<file path="config.mk">
export PLATFORM = sky130hd
export DESIGN_NAME = pct_cell
export DESIGN_NICKNAME = d
export VERILOG_FILES = /design/src/rtl/pct_pkg.sv /design/src/rtl/pct_cell.sv
export SDC_FILE = /design/constraint.sdc
export NUM_CORES = 1
export LEC_CHECK = 0
export BUFFER_PORTS_ARGS = -buffer_cell sky130_fd_sc_hd__buf_2
export CAP_MARGIN = 5
export CORE_UTILIZATION = 40
export DETAILED_ROUTE_END_ITERATION = 10
export HOLD_SLACK_MARGIN = 0.02
export PLACE_DENSITY = 0.67
export SETUP_SLACK_MARGIN = 0.05
export SYNTH_ARGS = -nofsm -noshare
export SYNTH_HDL_FRONTEND = slang
export SYNTH_SLANG_ARGS = --single-unit
</file>
<file path="constraint.sdc">
create_clock -name clk_i -period 2.5 [get_ports clk_i]
set_input_delay 0.25 -clock clk_i [delete_from_list [all_inputs] [get_ports clk_i]]
set_output_delay 0.25 -clock clk_i [all_outputs]
set_load 0.005 [all_outputs]
</file>
<file path="src/rtl/pct_pkg.sv">
// Shared types and constants for the protocol counter table.
// Transfer structs for both channels and the token that walks the cell chain.
// No dependencies.
package pct_pkg;

  localparam int TableEntriesDefault = 256;
  localparam int ProtoW              = 16;
  localparam int CountW              = 32;
  localparam int IndexW              = 8;
  localparam int IndexSpan           = 256;

  typedef struct packed {
    logic [ProtoW-1:0] protocol_id;
    logic [CountW-1:0] byte_increment;
    logic [CountW-1:0] packet_increment;
  } pct_in_t;

  typedef struct packed {
    logic [IndexW-1:0] entry_index;
    logic [CountW-1:0] byte_total;
    logic [CountW-1:0] packet_total;
    logic              new_entry;
    logic              table_full;
  } pct_out_t;

  // Query token; done is set by the cell that matched or inserted the key.
  typedef struct packed {
    logic [ProtoW-1:0] protocol_id;
    logic [CountW-1:0] byte_inc;
    logic [CountW-1:0] pkt_inc;
    logic              done;
    logic              new_entry;
    logic [IndexW-1:0] entry_index;
    logic [CountW-1:0] byte_total;
    logic [CountW-1:0] pkt_total;
  } pct_tok_t;

endpackage

</file>
<file path="src/rtl/pct_cell.sv">
// One table slot: stored key plus byte and packet totals.
// Matches or inserts the passing query token and hands it on, registered, in the next cycle.
// Depends on pct_pkg.
module pct_cell import pct_pkg::*; #(
  parameter int CntW    = 9,
  parameter int CellIdx = 0
) (
  input  logic            clk_i,
  input  logic            rst_ni,
  input  logic [CntW-1:0] used_i,
  input  logic            tok_valid_i,
  input  pct_tok_t        tok_i,
  output logic            tok_valid_o,
  output pct_tok_t        tok_o
);

  localparam logic [CntW-1:0]   MyIdx   = CntW'(CellIdx);
  localparam logic [IndexW-1:0] SlotLow = IndexW'(CellIdx % IndexSpan);

  logic [ProtoW-1:0] proto_q;
  logic [CountW-1:0] byte_q, byte_d;
  logic [CountW-1:0] pkt_q, pkt_d;
  logic              occupied, match, insert;
  logic              tok_valid_q;
  pct_tok_t          tok_q, tok_d;

  assign occupied = used_i > MyIdx;
  assign match    = tok_valid_i && !tok_i.done && occupied && (proto_q == tok_i.protocol_id);
  // slots fill in order, so the first free cell sits at index used
  assign insert   = tok_valid_i && !tok_i.done && !occupied;

  always_comb begin
    byte_d = byte_q + tok_i.byte_inc;
    pkt_d  = pkt_q + tok_i.pkt_inc;
    tok_d  = tok_i;
    if (match) begin
      tok_d.done        = 1'b1;
      tok_d.new_entry   = 1'b0;
      tok_d.entry_index = SlotLow;
      tok_d.byte_total  = byte_d;
      tok_d.pkt_total   = pkt_d;
    end else if (insert) begin
      tok_d.done        = 1'b1;
      tok_d.new_entry   = 1'b1;
      tok_d.entry_index = SlotLow;
      tok_d.byte_total  = tok_i.byte_inc;
      tok_d.pkt_total   = tok_i.pkt_inc;
    end
  end

  always_ff @(posedge clk_i) begin
    if (match) begin
      byte_q <= byte_d;
      pkt_q  <= pkt_d;
    end else if (insert) begin
      proto_q <= tok_i.protocol_id;
      byte_q  <= tok_i.byte_inc;
      pkt_q   <= tok_i.pkt_inc;
    end
  end

  always_ff @(posedge clk_i or negedge rst_ni) begin
    if (!rst_ni) begin
      tok_valid_q <= 1'b0;
    end else begin
      tok_valid_q <= tok_valid_i;
    end
  end

  always_ff @(posedge clk_i) begin
    tok_q <= tok_d;
  end

  assign tok_valid_o = tok_valid_q;
  assign tok_o       = tok_q;

endmodule

</file>
==> impl_results.md <==
- Pwr dens: 554 nW/um^2
- Peak VDD IR: 0.000559 V
- Final nets: 2004
- Endpoint, Worst Hold: pkt_q[22]
- Initial antenna violation count: 2
- DRC violations left: 0
- RSZ-0062 raised after global routing: yes
- Global-route wire length before repair: 56.9 mm
- Sequential area share after synthesis: 50.2%
- EDFF count, synth: 80
- Layout cells sized above 1: 38.1%
- Largest net degree at the start of global routing: 41
- Post-DP Area: 14100 um^2
- Pre-CTS setup slack: -0.288 ns
- Max-slew headroom: 39.7%
- Clk_skew: 0.0213 ns
- Reg-to-Reg End: byte_q[28]
- Root Driver: clkbuf_16
- Avg Vias per Cell: 5.15
- Fillers: 2056
- Core area: 27000 um^2
- CTS Buffer Depth: 3
- Max FO, Critical Path: 3
- DR iter-0 viols: 624
- Final slew viol count: 0
- Htree depth: 1
- Starting density of the core: 40.7%
- FFs w/ async S/R, synth: 0.426%
- All-Layer GR Usage: 25.1%
- WP data arrival: 3.04 ns
- R2R setup slack: -0.27 ns
- GPL Wtd Cong: 0.875
- # IOs: 321
- Final worst slack: -0.268 ns
- Failing checks: setup timing
- Post-route ant nets: 0
- Worst-path cell chain: ha_2 > fa_2 > a21o_1 > a21boi_2 > o211ai_4 > o211a_1 > o21a_1 > o211ai_1 > mux2i_1 > nand2_1
- Max Cap Viol: 0
- Vias in the first global route: 10945
- Post-synth cell types: 68
- DIE HEIGHT: 168 um
- Status: complete, but fails checks
- Total Wirelength: 36.8 mm
- TritonRoute pass-1 iters: 5
- Slowest CP cell: edfxtp_1
- Worst Path Class, Setup: flop to flop
- Slowest cell delay on critical path: 0.36 ns
- Worst-path clk slew: 0.06 ns
- Syn nets: 1355
- Critical path required time: 2.77 ns
- Reg2reg path depth: 10
- Final worst path period share: 111%
- Hold path startpoint: tok_i[96]
- Synth Warn #: 0
- Startpoint type of the worst setup path: flop
- Netlist Area Pre-Place: 11000 um^2
- Vias: 11021
- Num CTS Buffers: 27
- Nature of the critical path endpoint: flop
- Cells after Synth: 1125
- Min-delay worst type: primary input to flop
- Leakage: 8.25 nW
- Rows: 60
- Origin of the critical flop-to-flop path: byte_q[0]
- Die X: 168 um
- Port Buf Inserts: 320
- Average size of a mapped cell: 9.75 um^2
- CTS tree: yes
- Clock sink count: 235
- Setup-failing EPs final: 37
- Fmax: 0.361 GHz
- Worst-Skew Late Latency: 0.54 ns
- Grt total ovfl: 0
- Layout overhead on the synthesized area: 62.3%
- Leading cell type in the layout, fill and taps excluded: buf_2
- Final hold vios: 0
- Routed len/inst: 17.2 um
- Synth Flop Type: dfxtp_1
- Synth Register Bits: 235
- Post-DP HPWL: 24.1 mm
- Die footprint: 28100 um^2
- Worst slew pin tran: 0.894 ns
- Worst Hold Depth: 3
- Post-route minimum period: 2.77 ns
- Finished layout cell area: 17800 um^2
- Most frequent cells in the layout: buf_2, nand2_1, dlygate4sd3_1, buf_4, dfxtp_1
[worst max path at each step]
stage / start / to / cells after the start
2_1_floorplan: byte_q[0] / byte_q[30] / 10
3_3_place_gp: tok_i[106] / byte_q[28] / 11
3_5_place_dp: tok_i[106] / byte_q[26] / 12
4_1_cts: byte_q[0] / byte_q[28] / 10
5_1_grt: byte_q[0] / byte_q[28] / 10
6_report: byte_q[0] / byte_q[28] / 10
[metrics by stage]
stage | power [mW] | setup TNS, ns | util (%) | std cells | hold WS [ns]
5_1_grt | 10.2 | -9.65 | 66.0 | 2137 | 0.0530
3_3_place_gp | 5.28 | -5.96 | 52.5 | 1891 | 0.0426
3_5_place_dp | 5.29 | -6.96 | 52.5 | 1891 | 0.0407
4_1_cts | 9.83 | -3.67 | 64.3 | 2120 | 0.0232
2_1_floorplan | 4.71 | -0.0800 | - | 1125 | -0.0456
6_report | 9.86 | -4.09 | 66.0 | 2138 | 0.0544
[registers in the layout, summed over array words and instances (netlist names)]
| signal | count |
|---|---|
| pkt_q | 32 |
| proto_q | 16 |
| byte_q | 32 |
| tok_o | 154 |
| tok_valid_o | 1 |
[what timing repair did]
action,4_1_cts,5_1_grt
hold buffers,161,0
gates resized for setup,95,73
pin swaps,52,49
gates cloned,0,1
hold endpoints to repair,180,0
buffers inserted,19,21
endpoints found under the setup margin,63,81
[worst max-delay path: cells and delay by family, from the launching register on]
kind	cells	cell delay [ns]
multiplexers	1	0.26
AND/OR/NAND/NOR	1	0.07
AO/OA/AOI/OAI	6	1.27
adder cells (fa/ha/maj)	2	0.53
flip-flops	1	0.36
[Yosys cell counts (all sizes together), types with 4 or more instances]
library cell,number,area [um^2]
ha,62,776
mux2i,9,90.1
buf,14,67.6
nand4,15,93.8
o211ai,7,62.6
nor2,39,146
edfxtp,80,2400
and2,10,62.6
o21ai,58,294
nand2,237,890
a22o,4,35.0
clkbuf,34,128
and3,6,37.5
dfxtp,154,3080
nand3b,5,37.5
nor2b,5,31.3
xnor2,30,263
a31oi,6,37.5
o31ai,6,50.1
a211oi,8,60.1
nor3,13,70.1
o21bai,8,60.1
a21oi,64,324
or3,6,37.5
o21a,12,90.1
mux2,4,45.0
a21boi,6,45.0
inv,17,63.8
nand3,39,195
a21o,40,300
nor4,7,43.8
xor2,36,315
a22oi,43,323
[area by class of cell]
cell class	count	area, um^2	share of cell area, %
sequential	235	5510	31.0
timing repair buffer	667	4760	26.7
inverter	17	63.8	0.359
tap	341	427	2.40
antenna	2	5.00	0.0281
clock buffer	31	733	4.12
clock inverter	19	234	1.31
multi-input combinational	826	6060	34.1
[report_power, final]
| group | internal [mW] | leakage (nW) | total [mW] | switching [mW] |
|---|---|---|---|---|
| registers | 4.08 | 2.03 | 4.11 | 0.0339 |
| clock network | 2.62 | 0.464 | 4.27 | 1.64 |
| logic | 0.805 | 5.76 | 1.48 | 0.679 |
| total | 7.51 | 8.25 | 9.86 | 2.36 |
[metal layers]
layer / vias to the layer above / wire (um) / track usage [%]
met2: 384 / 18200 / 44.5
met3: 63 / 1990 / 3.88
met1: 5213 / 15600 / 31.5
met4: 2 / 932 / 7.02
li1: 5359 / - / -
met5: - / 12 / 0
[logic make-up (layout without fill, tap and decap cells)]
| kind of cell | Yosys count | in the layout | share of synthesized area, % |
|---|---|---|---|
| buf+inv | 65 | 734 | 2.36 |
| simple gates | 394 | 395 | 15.8 |
| fa+ha+maj | 64 | 64 | 7.44 |
| flops | 235 | 235 | 50.2 |
| xor+xnor | 66 | 66 | 5.27 |
| mux | 13 | 13 | 1.23 |
| other cells | 0 | 2 | 0 |
| compound gates | 288 | 288 | 17.6 |
Power figures use the tool's default switching activity.
